## config.mk

```make
export PLATFORM = sky130hd
export DESIGN_NAME = sorted_sequence_merge
export DESIGN_NICKNAME = d
export VERILOG_FILES = /design/src/ssm_pkg.sv /design/src/ssm_front.sv /design/src/ssm_queue.sv /design/src/ssm_back.sv /design/src/sorted_sequence_merge.sv
export SDC_FILE = /design/constraint.sdc
export NUM_CORES = 1
export LEC_CHECK = 0
export CAP_MARGIN = 5
export CELL_PAD_IN_SITES_DETAIL_PLACEMENT = 1
export CELL_PAD_IN_SITES_GLOBAL_PLACEMENT = 1
export CORE_UTILIZATION = 45
export CTS_BUF_LIST = sky130_fd_sc_hd__clkbuf_8
export CTS_CLUSTER_DIAMETER = 120
export CTS_CLUSTER_SIZE = 24
export DETAILED_ROUTE_END_ITERATION = 8
export DONT_BUFFER_PORTS = 1
export HOLD_SLACK_MARGIN = 0.15
export PLACE_DENSITY = 0.78
export SKIP_CTS_REPAIR_TIMING = 1
export SLEW_MARGIN = 20
export SYNTH_ARGS = -nofsm -noshare
export SYNTH_HDL_FRONTEND = slang
export SYNTH_SLANG_ARGS = --single-unit
```

## constraint.sdc

```tcl
create_clock -name clk -period 4.8 [get_ports clk]
set_input_delay 0.96 -clock clk [delete_from_list [all_inputs] [get_ports clk]]
set_output_delay 0.96 -clock clk [all_outputs]
set_load 0.02 [all_outputs]
```

## src/ssm_pkg.sv

```systemverilog
`timescale 1ns / 1ps
`default_nettype none
package ssm_pkg;

	localparam int VAL_W       = 32;
	localparam int OP_W        = 2;
	localparam int MAX_RESULTS = 32;
	localparam int QUEUE_DEPTH = 2;

	localparam logic [OP_W-1:0] OP_LOAD_A = 2'd0;
	localparam logic [OP_W-1:0] OP_LOAD_B = 2'd1;
	localparam logic [OP_W-1:0] OP_MERGE  = 2'd2;
	localparam logic [OP_W-1:0] OP_UNUSED = 2'd3;

	typedef struct packed {
		logic [OP_W-1:0]  kind;
		logic [VAL_W-1:0] value;
	} cmd_t;

endpackage
`default_nettype wire

```

## src/ssm_front.sv

```systemverilog
`timescale 1ns / 1ps
`default_nettype none
module ssm_front (
	input  wire                       s_tvalid,
	output logic                      s_tready,
	input  wire  [ssm_pkg::VAL_W-1:0] s_tdata,
	input  wire  [ssm_pkg::OP_W-1:0]  s_tuser,
	output logic                      push_valid,
	input  wire                       push_ready,
	output ssm_pkg::cmd_t             push_cmd
);
	import ssm_pkg::*;

	// unused opcode is swallowed here and never reaches the queue
	assign s_tready       = push_ready;
	assign push_valid     = s_tvalid && (s_tuser != OP_UNUSED);
	assign push_cmd.kind  = s_tuser;
	assign push_cmd.value = s_tdata;

endmodule
`default_nettype wire

```

## src/ssm_queue.sv

```systemverilog
`timescale 1ns / 1ps
`default_nettype none
module ssm_queue (
	input  wire           clk,
	input  wire           arst_n,
	input  wire           in_valid,
	output logic          in_ready,
	input  ssm_pkg::cmd_t in_cmd,
	output logic          out_valid,
	input  wire           out_ready,
	output ssm_pkg::cmd_t out_cmd
);
	import ssm_pkg::*;

	localparam int PW = $clog2(QUEUE_DEPTH);
	localparam int CW = $clog2(QUEUE_DEPTH + 1);

	cmd_t          entry_q [QUEUE_DEPTH];
	logic [PW-1:0] wp_q, rp_q;
	logic [CW-1:0] cnt_q;
	logic          push, pop;

	assign in_ready  = cnt_q != CW'(QUEUE_DEPTH);
	assign out_valid = cnt_q != '0;
	assign out_cmd   = entry_q[rp_q];
	assign push      = in_valid && in_ready;
	assign pop       = out_valid && out_ready;

	always_ff @(posedge clk) begin
		if (push) begin
			entry_q[wp_q] <= in_cmd;
		end
	end

	always_ff @(posedge clk or negedge arst_n) begin
		if (!arst_n) begin
			wp_q  <= '0;
			rp_q  <= '0;
			cnt_q <= '0;
		end else begin
			if (push) begin
				wp_q <= (wp_q == PW'(QUEUE_DEPTH - 1)) ? '0 : wp_q + 1'b1;
			end
			if (pop) begin
				rp_q <= (rp_q == PW'(QUEUE_DEPTH - 1)) ? '0 : rp_q + 1'b1;
			end
			cnt_q <= cnt_q + CW'(push) - CW'(pop);
		end
	end

endmodule
`default_nettype wire

```

## src/ssm_back.sv

```systemverilog
`timescale 1ns / 1ps
`default_nettype none
module ssm_back #(
	parameter int DEPTH = 16
) (
	input  wire                       clk,
	input  wire                       arst_n,
	input  wire                       cmd_valid,
	output logic                      cmd_ready,
	input  ssm_pkg::cmd_t             cmd,
	output logic                      m_tvalid,
	input  wire                       m_tready,
	output logic [ssm_pkg::VAL_W-1:0] m_tdata,
	output logic [1:0]                m_tuser,
	output logic                      m_tlast
);
	import ssm_pkg::*;

	localparam int AW = (DEPTH > 1) ? $clog2(DEPTH) : 1;
	localparam int CW = $clog2(DEPTH + 1);
	localparam int TW = $clog2(2 * DEPTH + MAX_RESULTS + 1);

	localparam logic [1:0] ST_IDLE  = 2'd0;
	localparam logic [1:0] ST_START = 2'd1;
	localparam logic [1:0] ST_MERGE = 2'd2;

	logic [VAL_W-1:0] mem_a [DEPTH];
	logic [VAL_W-1:0] mem_b [DEPTH];

	logic [1:0]       state_q;
	logic [CW-1:0]    cnt_a_q, cnt_b_q, ia_q, ib_q, ia_d, ib_d;
	logic [TW-1:0]    k_q, sum, total;
	logic             drop_q;
	logic [VAL_W-1:0] rd_a_q, rd_b_q;
	logic             out_valid_q, out_empty_q, out_ovf_q, out_last_q;
	logic [VAL_W-1:0] out_data_q;

	logic pop, wr_a, wr_b, full_a, full_b;
	logic can_emit, have_a, have_b, take_a, emit_merge, last_m, emit_empty;

	assign cmd_ready = state_q == ST_IDLE;
	assign pop       = cmd_valid && cmd_ready;
	assign full_a    = cnt_a_q == CW'(DEPTH);
	assign full_b    = cnt_b_q == CW'(DEPTH);
	assign wr_a      = pop && (cmd.kind == OP_LOAD_A) && !full_a;
	assign wr_b      = pop && (cmd.kind == OP_LOAD_B) && !full_b;

	assign sum      = TW'(cnt_a_q) + TW'(cnt_b_q);
	assign total    = (sum > TW'(MAX_RESULTS)) ? TW'(MAX_RESULTS) : sum;
	assign can_emit = !out_valid_q || m_tready;
	assign have_a   = ia_q < cnt_a_q;
	assign have_b   = ib_q < cnt_b_q;
	assign take_a   = have_a && (!have_b || ($signed(rd_a_q) <= $signed(rd_b_q)));
	assign emit_merge = (state_q == ST_MERGE) && can_emit;
	assign emit_empty = (state_q == ST_START) && (total == '0) && can_emit;
	assign last_m     = (k_q + 1'b1) == total;

	// read address runs one step ahead so rd_*_q always holds the current head
	always_comb begin
		ia_d = '0;
		ib_d = '0;
		if (state_q == ST_MERGE) begin
			ia_d = ia_q + CW'(emit_merge && take_a);
			ib_d = ib_q + CW'(emit_merge && !take_a);
		end
	end

	always_ff @(posedge clk) begin
		if (wr_a) begin
			mem_a[cnt_a_q[AW-1:0]] <= cmd.value;
		end
		rd_a_q <= mem_a[ia_d[AW-1:0]];
	end

	always_ff @(posedge clk) begin
		if (wr_b) begin
			mem_b[cnt_b_q[AW-1:0]] <= cmd.value;
		end
		rd_b_q <= mem_b[ib_d[AW-1:0]];
	end

	always_ff @(posedge clk) begin
		if (emit_merge) begin
			out_data_q  <= take_a ? rd_a_q : rd_b_q;
			out_empty_q <= 1'b0;
			out_ovf_q   <= drop_q;
			out_last_q  <= last_m;
		end else if (emit_empty) begin
			out_data_q  <= '0;
			out_empty_q <= 1'b1;
			out_ovf_q   <= drop_q;
			out_last_q  <= 1'b1;
		end
	end

	always_ff @(posedge clk or negedge arst_n) begin
		if (!arst_n) begin
			state_q     <= ST_IDLE;
			cnt_a_q     <= '0;
			cnt_b_q     <= '0;
			drop_q      <= 1'b0;
			ia_q        <= '0;
			ib_q        <= '0;
			k_q         <= '0;
			out_valid_q <= 1'b0;
		end else begin
			ia_q <= ia_d;
			ib_q <= ib_d;
			if (out_valid_q && m_tready) begin
				out_valid_q <= 1'b0;
			end
			if (emit_merge || emit_empty) begin
				out_valid_q <= 1'b1;
			end
			unique case (state_q)
				ST_IDLE: begin
					k_q <= '0;
					if (pop) begin
						if (wr_a) begin
							cnt_a_q <= cnt_a_q + 1'b1;
						end
						if (wr_b) begin
							cnt_b_q <= cnt_b_q + 1'b1;
						end
						if ((cmd.kind == OP_LOAD_A && full_a) ||
							(cmd.kind == OP_LOAD_B && full_b)) begin
							drop_q <= 1'b1;
						end
						if (cmd.kind == OP_MERGE) begin
							state_q <= ST_START;
						end
					end
				end
				ST_START: begin
					if (total != '0) begin
						state_q <= ST_MERGE;
					end else if (emit_empty) begin
						drop_q  <= 1'b0;
						state_q <= ST_IDLE;
					end
				end
				ST_MERGE: begin
					if (emit_merge) begin
						k_q <= k_q + 1'b1;
						if (last_m) begin
							cnt_a_q <= '0;
							cnt_b_q <= '0;
							drop_q  <= 1'b0;
							state_q <= ST_IDLE;
						end
					end
				end
				default: begin
					state_q <= ST_IDLE;
				end
			endcase
		end
	end

	assign m_tvalid = out_valid_q;
	assign m_tdata  = out_data_q;
	assign m_tuser  = {out_ovf_q, out_empty_q};
	assign m_tlast  = out_last_q;

endmodule
`default_nettype wire

```

## src/sorted_sequence_merge.sv

```systemverilog
`timescale 1ns / 1ps
`default_nettype none
// Channel | Dir | tdata            | tuser                       | tlast
// s_*     | in  | [31:0] value     | [1:0] operation             | -
// m_*     | out | [31:0] merged    | [0] empty_res, [1] overflow | last
//
// The back end takes a load whenever it is idle; a 2-entry command queue lets the
// input accept up to two commands while a merge runs. A merge passes a setup state,
// then one result per cycle while m_tready allows it; an empty merge sends its lone
// beat from the setup state. Pacing comes from the registered store read ports
// and the output register. arst_n clears counts and flags;
// the stores need no clearing. m_tready low holds the result and stalls the merge.
module sorted_sequence_merge #(
	parameter int DEPTH = 16
) (
	input  wire         clk,
	input  wire         arst_n,
	input  wire         s_tvalid,
	output logic        s_tready,
	input  wire  [31:0] s_tdata,   // [31:0] value
	input  wire  [1:0]  s_tuser,   // [1:0] operation
	output logic        m_tvalid,
	input  wire         m_tready,
	output logic [31:0] m_tdata,   // [31:0] merged_value
	output logic [1:0]  m_tuser,   // [0] empty_res, [1] overflow
	output logic        m_tlast
);
	import ssm_pkg::*;

	logic push_valid, push_ready, cmd_valid, cmd_ready;
	cmd_t push_cmd, cmd;

	ssm_front u_front (
		.s_tvalid  (s_tvalid),
		.s_tready  (s_tready),
		.s_tdata   (s_tdata),
		.s_tuser   (s_tuser),
		.push_valid(push_valid),
		.push_ready(push_ready),
		.push_cmd  (push_cmd)
	);

	ssm_queue u_queue (
		.clk      (clk),
		.arst_n   (arst_n),
		.in_valid (push_valid),
		.in_ready (push_ready),
		.in_cmd   (push_cmd),
		.out_valid(cmd_valid),
		.out_ready(cmd_ready),
		.out_cmd  (cmd)
	);

	ssm_back #(.DEPTH(DEPTH)) u_back (
		.clk      (clk),
		.arst_n   (arst_n),
		.cmd_valid(cmd_valid),
		.cmd_ready(cmd_ready),
		.cmd      (cmd),
		.m_tvalid (m_tvalid),
		.m_tready (m_tready),
		.m_tdata  (m_tdata),
		.m_tuser  (m_tuser),
		.m_tlast  (m_tlast)
	);

endmodule
`default_nettype wire

```

; Yosys cells after proc, flatten, opt, wreduce, memory -nomap -nowiden
; Memories as Yosys holds them, arrays and structs flattened. A register that Yosys moved wholly into a read port is not among the register bits.
; Cells that the tools add are included.
[word_totals]
register_bits = 70
mem_bits_rw = 1092
output_inout_bits = 37
wordCells = 134
memories = 3
[memory_table]
columns = memory, words, width, rd, rd_ports_with_merged_regs, write_ports, line_no
row1 = u_back.mem_a, 16, 32, 1, 1, 1, ssm_back.sv:27  ; logic [VAL_W-1:0] mem_a [DEPTH];
row2 = u_back.mem_b, 16, 32, 1, 1, 1, ssm_back.sv:28  ; logic [VAL_W-1:0] mem_b [DEPTH];
row3 = u_queue.entry_q, 2, 34, 1, 0, 1, ssm_queue.sv:18  ; cmd_t entry_q [QUEUE_DEPTH];
[op_classes]
n_addsub = 10
n_lt_le_gt_ge = 4
n_eq_ne = 19
n_mux = 44
reduce_logical = 39
[op_table]
columns = operator, n
row1 = $mux W32, 3
row2 = $mux W5, 8
row3 = $le A32 B32 Y1, 1
row4 = $mux W1, 20
row5 = $pmux W5 S2, 2
row6 = $logic_and A1 B1 Y1, 16
row7 = $ne A2 B2 Y1 const B, 8
row8 = $reduce_and A5 Y1, 3
row9 = $mux W7, 2
row10 = $pmux W7 S2, 1
row11 = $mux W2, 6
row12 = $add A5 B1 Y5, 2
row13 = $add A5 B1 Y5 const B, 2
row14 = $eq A5 B5 Y1 const B, 2
row15 = $lt A5 B5 Y1, 2
row16 = $reduce_bool A2 Y1, 4
row17 = $add A7 B1 Y7 const B, 1
row18 = $eq A7 B7 Y1, 1
row19 = $gt A7 B6 Y1 const B, 1
row20 = $logic_not A7 Y1, 1
row21 = $reduce_and A7 Y1, 1
row22 = $reduce_bool A7 Y1, 1
row23 = $add A5 B5 Y6, 1
row24 = $ne A2 B1 Y1 const B, 3
row25 = other kinds (13), 24

; Depth between registers and ports, before layout
[depth]
word_depth = 9
mapped_depth = 20
ltp_nobuf = 17

; Hierarchy
; A second synthesis with hierarchy kept.
[unflattened]
cells_unflattened = 2990
area_unflattened_um2 = 48843.1
[by_module_without_submodules]
columns = mod, n_inst, cells_per_inst, area_each_um2, seq_area_each_um2
row1 = ssm_back, 1, 2826, 45886.5, 33847.5
row2 = ssm_queue, 1, 128, 2682.6, 2142.1
row3 = ssm_front, 1, 36, 274.0, 0.0

; Worst setup path before layout
; OpenSTA, ideal clock, no wires.
[synth_timing]
path_kind = reg2reg
from = register u_back.state_q[0]
to = memory u_back.mem_b[0][0], enable pin
setup_ps = 461
arrival_time_ps = 3927
path_slack_ps = 412
path_stages_with_launch = 8
n_path_buf = 0
synth_period_minus_slack_ps = 4388
path_cell_list = dfrtp_1 -> inv_1 -> ha_1 -> nor2b_1 -> nand2_1 -> nor3b_1 -> nand2_1 -> nor3_1
[synth_via]
elab_chain_cells = 6
[synth_lines]
columns = item, line_no
row1 = from (decl), ssm_back.sv:30  ; logic [1:0] state_q;
row2 = from (signal assigned), ssm_back.sv:98  ; state_q <= ST_IDLE;
row3 = from (signal assigned), ssm_back.sv:130  ; state_q <= ST_START;
row4 = from (signal assigned), ssm_back.sv:136  ; state_q <= ST_MERGE;
row5 = $logic_not A2 Y1, ssm_back.sv:41  ; assign cmd_ready = state_q == ST_IDLE;
row6 = $logic_and A1 B1 Y1, ssm_back.sv:42  ; assign pop = cmd_valid && cmd_ready;
row7 = net u_back.pop, ssm_back.sv:38  ; logic pop, wr_a, wr_b, full_a, full_b;
row8 = $logic_and A1 B1 Y1 (2 in series), ssm_back.sv:46  ; assign wr_b = pop && (cmd.kind == OP_LOAD_B) && !full_b;
row9 = $mux W1, ssm_back.sv:76  ; if (wr_b) begin
row10 = $mux W1 (not written as such), ssm_back.sv:77  ; mem_b[cnt_b_q[AW-1:0]] <= cmd.value;
row11 = to (decl), ssm_back.sv:28
; The timed path passes the listed nets, and every way through them passes these cells.

; Worst setup path in the final report
[layout_timing]
from = register u_back.rd_b_q[12], read port of u_back.mem_b
to = register u_back.rd_b_q[6], read port of u_back.mem_b
[layout_via]
elab_chain_cells = 7
[layout_lines]
columns = item, line_no
row1 = from (decl), ssm_back.sv:34  ; logic [VAL_W-1:0] rd_a_q, rd_b_q;
row2 = $le A32 B32 Y1, ssm_back.sv:53  ; assign take_a = have_a && (!have_b || ($signed(rd_a_q) <= $signed(rd_b_q)));
row3 = $logic_or A1 B1 Y1, ssm_back.sv:53
row4 = $logic_and A1 B1 Y1, ssm_back.sv:53
row5 = $logic_not A1 Y1, ssm_back.sv:64  ; ib_d = ib_q + CW'(emit_merge && !take_a);
row6 = $logic_and A1 B1 Y1, ssm_back.sv:64
row7 = $add A5 B1 Y5, ssm_back.sv:64
row8 = $mux W5, ssm_back.sv:62  ; if (state_q == ST_MERGE) begin
; No other way between the ends.
; A chain may end at the register's enable or synchronous reset.

==> flow_summary.html <==
<table>
<tr><th>Metric</th><th>Value</th></tr>
<tr><th colspan="2">Clock tree</th></tr>
<tr><td>Clock network latency to the later pin of the worst-skew pair</td><td>approximately 0.80 ns</td></tr>
<tr><td>TritonCTS Sinks</td><td>about 1.2k</td></tr>
<tr><td>H-tree level count</td><td>2</td></tr>
<tr><td>CTS tree</td><td>yes</td></tr>
<tr><td>Total CTS buffers</td><td>57</td></tr>
<tr><td>Register clock-pin slew on the reported worst setup and hold paths</td><td>between 0.1 and 0.15 ns</td></tr>
<tr><td>Clock Root Buffer</td><td>sky130_fd_sc_hd__clkbuf_8</td></tr>
<tr><td>Largest buffer count on any clock path</td><td>3</td></tr>
<tr><th colspan="2">Final layout</th></tr>
<tr><td>Proportion of layout cells with a drive suffix above 1</td><td>0.108</td></tr>
<tr><td>Most common cell after layout, fill and taps aside</td><td>sky130_fd_sc_hd__edfxtp_1</td></tr>
<tr><td>Area of all placed cells without fillers</td><td>approximately 0.052 mm2</td></tr>
<tr><td>Number of filler instances in the final layout</td><td>~10k</td></tr>
<tr><td>Multi-input gate area</td><td>approximately 0.012 mm2</td></tr>
<tr><td>Final Util</td><td>0.488</td></tr>
<tr><td>Storage element area</td><td>0.0360 mm2</td></tr>
<tr><td>Area Growth Syn to Fin</td><td>7.18%</td></tr>
<tr><td>Final instance count without filler cells</td><td>4446</td></tr>
<tr><td>Final-stage net count</td><td>~3.1k</td></tr>
<tr><td>Most used cells in the layout excluding fill and tap cells</td><td>1126 x sky130_fd_sc_hd__edfxtp_1, 297 x sky130_fd_sc_hd__nand2_1, 258 x sky130_fd_sc_hd__mux2i_1</td></tr>
<tr><th colspan="2">Synth</th></tr>
<tr><td>Top cells by area in the synthesized netlist</td><td>sky130_fd_sc_hd__edfxtp_1 69%, sky130_fd_sc_hd__mux2i_1 5.3%, sky130_fd_sc_hd__mux4_2 2.9%</td></tr>
<tr><td>Post-synth ARST share</td><td>0.0285</td></tr>
<tr><td>Number of cells produced by synthesis</td><td>approximately 3k</td></tr>
<tr><td>Synthesized Nets</td><td>between 3k and 4k</td></tr>
<tr><td>Fraction of post-synthesis cell area in the top cell type by area</td><td>0.691</td></tr>
<tr><td>Post-synth EDFFs</td><td>about 1.1k</td></tr>
<tr><td>Avg Inst Size Synth</td><td>between 15 and 20 um2</td></tr>
<tr><td>Warnings from Yosys</td><td>0</td></tr>
<tr><td>Seq cells post-synth</td><td>between 1k and 1.5k</td></tr>
<tr><td>Main flop type after synthesis</td><td>sky130_fd_sc_hd__edfxtp_1</td></tr>
<tr><td>Netlist cell types</td><td>69</td></tr>
<tr><td>Cell area after synthesis</td><td>between 0.04 and 0.05 mm2</td></tr>
<tr><td>Post-synthesis cell type with the largest combined area</td><td>sky130_fd_sc_hd__edfxtp_1</td></tr>
<tr><td>Seq/Total Area, Yosys</td><td>0.736</td></tr>
<tr><th colspan="2">STA</th></tr>
<tr><td>Worst path setup slack after routing</td><td>0.0647 ns</td></tr>
<tr><td>Final setup vio count</td><td>0</td></tr>
<tr><td>Hold Violations, Final</td><td>0</td></tr>
<tr><td>Slew Limit Fails</td><td>0</td></tr>
<tr><td>Worst slew pin tran</td><td>roughly 1.1 ns</td></tr>
<tr><td>RSZ-0062 raised after global routing</td><td>true</td></tr>
<tr><td>Layout Skew</td><td>between 0.03 and 0.04 ns</td></tr>
<tr><td>Min Clock Period, post-route</td><td>roughly 4.7 ns</td></tr>
<tr><td>Post-route clock period utilization</td><td>0.987</td></tr>
<tr><td>Summed negative setup slack over all endpoints</td><td>0 ns</td></tr>
<tr><td>Worst slew margin relative to its limit</td><td>0.267</td></tr>
<tr><td>Max Clk Rate</td><td>around 0.21 GHz</td></tr>
<tr><td>Final Hold Slack</td><td>around 0.24 ns</td></tr>
<tr><th colspan="2">Critical path</th></tr>
<tr><td>Count of buffer and inverter cells on the critical path</td><td>2</td></tr>
<tr><td>Critical path type</td><td>reg -&gt; reg</td></tr>
<tr><td>Destination of the worst register-to-register timing path</td><td>u_back.rd_b_q[6]$_DFF_P_</td></tr>
<tr><td>Element type at the critical path end</td><td>flip-flop</td></tr>
<tr><td>Startpoint class of the critical path</td><td>flip-flop</td></tr>
<tr><td>CP max FO</td><td>approximately 110</td></tr>
<tr><td>Count of cells along the worst register-to-register path</td><td>14</td></tr>
<tr><td>Crit path cell chain</td><td>inv_1 &gt; ha_1 &gt; nand4_1 &gt; or3_1 &gt; a21o_1 &gt; a31oi_2 &gt; mux2i_2 &gt; o21ai_4 &gt; nor2_1 &gt; ha_4 &gt; buf_16 &gt; mux2i_1 &gt; mux4_2 &gt; a21oi_1</td></tr>
<tr><td>CP max-delay cell</td><td>sky130_fd_sc_hd__or3_1</td></tr>
<tr><td>Data required time at the worst endpoint</td><td>between 5 and 6 ns</td></tr>
<tr><td>Largest stage delay, worst path</td><td>approximately 0.53 ns</td></tr>
<tr><td>Cell type group with the largest total delay on the critical path</td><td>multiplexers</td></tr>
<tr><td>Signal arrival time at the worst endpoint</td><td>roughly 5.4 ns</td></tr>
<tr><td>Reg2reg setup slack</td><td>between 0.06 and 0.07 ns</td></tr>
<tr><td>Start of the worst register-to-register path</td><td>u_back.rd_b_q[12]$_DFF_P_</td></tr>
<tr><th colspan="2">Routing</th></tr>
<tr><td>Number of nets with antenna violations after routing</td><td>0</td></tr>
<tr><td>Detailed-route via count</td><td>roughly 27k</td></tr>
<tr><td>DRC Markers</td><td>0</td></tr>
<tr><td>Violation count after the first detailed-route iteration</td><td>2782</td></tr>
<tr><td>Average detailed-routed wire length per instance</td><td>29.0 um</td></tr>
<tr><td>Final routed wirelength across all metal layers</td><td>129000 um</td></tr>
<tr><td>DR vias/cell</td><td>between 6 and 7</td></tr>
<tr><td>Number of optimization iterations in the first detailed-route pass</td><td>5</td></tr>
<tr><th colspan="2">Global route</th></tr>
<tr><td>Pin count of the biggest net entering global routing</td><td>around 110</td></tr>
<tr><td>Global-route wire length before repair</td><td>roughly 190000 um</td></tr>
<tr><td>GR Util All Layers</td><td>0.231</td></tr>
<tr><td>Number of global-route vias before repair</td><td>approximately 29k</td></tr>
<tr><td>Final global-route overflow total</td><td>0</td></tr>
<tr><td>Number of antenna violations at the first check in global routing</td><td>10</td></tr>
<tr><th colspan="2">Placed design</th></tr>
<tr><td>Estimated wirelength of the detail-placed design</td><td>79100 um</td></tr>
<tr><td>Port buffer count</td><td>0</td></tr>
<tr><td>Worst Setup Slack post-DPL</td><td>-0.0621 ns</td></tr>
<tr><td>Placement Cell Area</td><td>around 0.051 mm2</td></tr>
<tr><td>Cell count after placement</td><td>roughly 4.3k</td></tr>
<tr><td>Routability congestion estimate</td><td>0.893</td></tr>
<tr><th colspan="2">Power</th></tr>
<tr><td>Power spent charging and discharging nets</td><td>about 7.4 mW</td></tr>
<tr><td>Relative contribution of combinational cells to total power</td><td>0.216</td></tr>
<tr><td>Net Sw Frac</td><td>0.319</td></tr>
<tr><td>Largest voltage drop on the vdd net</td><td>0.380 mV</td></tr>
<tr><td>Sequential cell fraction of total power</td><td>0.600</td></tr>
<tr><td>Clock share of power</td><td>0.185</td></tr>
<tr><td>Leak</td><td>17.6 nW</td></tr>
<tr><td>Pint</td><td>~16 mW</td></tr>
<tr><td>Total chip power</td><td>23.2 mW</td></tr>
<tr><td>PD cells</td><td>442 mW/mm2</td></tr>
<tr><th colspan="2">Outcome</th></tr>
<tr><td>Status</td><td>complete, no violations</td></tr>
<tr><th colspan="2">Floorplan</th></tr>
<tr><td>Top-level port count</td><td>75</td></tr>
<tr><td>Core outline area</td><td>about 0.11 mm2</td></tr>
<tr><td>Floorplan row count</td><td>120</td></tr>
<tr><td>Initial core utilization</td><td>0.456</td></tr>
<tr><td>Die area</td><td>~0.11 mm2</td></tr>
<tr><td>Overall die width</td><td>between 300 and 400 um</td></tr>
<tr><td>Die height</td><td>roughly 330 um</td></tr>
<tr><th colspan="2">Worst hold path</th></tr>
<tr><td>Start point of the worst min-delay path</td><td>s_tdata[22]</td></tr>
<tr><td>Classification of the worst-slack hold path</td><td>in -&gt; reg</td></tr>
<tr><td>Worst hold path endpoint</td><td>u_queue.entry_q[0][22]$_DFFE_PP_</td></tr>
<tr><td>Hold-critical path depth</td><td>0</td></tr>
<tr><th colspan="2">Run</th></tr>
<tr><td>Max Cap Violations</td><td>0</td></tr>
</table>
kinds of logic (layout without fill, tap and decap cells):
| group | Yosys count | in the layout | synth area share |
|---|---|---|---|
| compound gates | 486 | 486 | 0.0742 |
| xor+xnor | 22 | 22 | 0.00461 |
| fa+ha+maj | 64 | 64 | 0.0165 |
| buf+inv | 244 | 268 | 0.0195 |
| flops | 1226 | 1226 | 0.736 |
| mux | 357 | 357 | 0.0903 |
| other cells | 0 | 7 | 0 |
| simple gates | 613 | 613 | 0.0589 |
worst reg2reg max path, delay by kind of cell (launching register included):
| family | cells | cell delay, ns |
|---|---|---|
| AOI/OAI and AO/OA | 4 | 0.99 |
| adders and majority gates | 2 | 0.56 |
| buffers and inverters | 2 | 0.50 |
| DFF | 1 | 0.34 |
| muxes | 3 | 1.24 |
| and+or+nand+nor | 3 | 0.99 |
flip-flops by register name (all words and copies together), names as in the netlist, 2 cells and up:
signal,cells
u_back.mem_a,512
u_back.mem_b,512
u_queue.entry_q,68
u_back.m_tdata,32
u_back.rd_a_q,32
u_back.rd_b_q,32
u_back.k_q,7
u_back.cnt_a_q,5
u_back.cnt_b_q,5
u_back.ia_q,5
u_back.ib_q,5
u_back.state_q,2
u_queue.cnt_q,2
worst max-delay path by stage:
stage | startpoint | endpoint | slack [ns] | depth (start not counted)
4_1_cts | u_back.rd_b_q[9]$_DFF_P_ | u_back.rd_b_q[4]$_DFF_P_ | -0.12 | 17
2_1_floorplan | u_back.state_q[0]$_DFFE_PN0P_ | u_back.mem_b[0][0]$_DFFE_PP_ | 0.41 | 7
6_report | u_back.rd_b_q[12]$_DFF_P_ | u_back.rd_b_q[6]$_DFF_P_ | 0.06 | 14
3_5_place_dp | u_back.rd_b_q[9]$_DFF_P_ | u_back.rd_b_q[4]$_DFF_P_ | -0.06 | 17
3_3_place_gp | u_back.rd_b_q[9]$_DFF_P_ | u_back.rd_b_q[4]$_DFF_P_ | 0.21 | 17
5_1_grt | u_back.rd_b_q[15]$_DFF_P_ | u_back.rd_a_q[14]$_DFF_P_ | -0.01 | 15
per-layer routing:
| layer | vias to the layer above | routed length (um) | track usage |
|---|---|---|---|
| met4 | 10 | 3610 | 0.0675 |
| met3 | 222 | 9330 | 0.0440 |
| met1 | 14362 | 53100 | 0.308 |
| met5 | - | 52 | 0 |
| li1 | 11705 | - | - |
| met2 | 1025 | 62900 | 0.385 |
cell type report:
cell class / instances / area share
Timing Repair Buffer: 103 / 0.0213
Tap cell: 1403 / 0.0335
Multi-Input combinational cell: 1542 / 0.234
Sequential cell: 1226 / 0.687
Clock buffer: 58 / 0.0152
Antenna cell: 7 / 0.000334
Inverter: 57 / 0.00423
Clock inverter: 50 / 0.00430
power by group through the flow:
stage | sequential (mW) | combinational (mW) | clock, mW
floorplan | 14.0 | 2.96 | 0
global placement | 14.1 | 4.50 | 0
detailed placement | 14.2 | 4.88 | 0
CTS | 13.9 | 4.90 | 4.36
global route | 14.0 | 5.33 | 4.64
finish | 13.9 | 5.00 | 4.28
Yosys cell counts, drive strengths merged, types with 43 or more instances:
master,number
ha,63
nor2,45
a21oi,84
dfxtp,65
a211oi,128
edfxtp,1126
a311oi,129
buf,43
inv,56
nand2,304
nor2b,134
mux2i,259
clkbuf,144
mux4,64
nor3,75
Note: power is estimated with default switching activity, not from simulation.
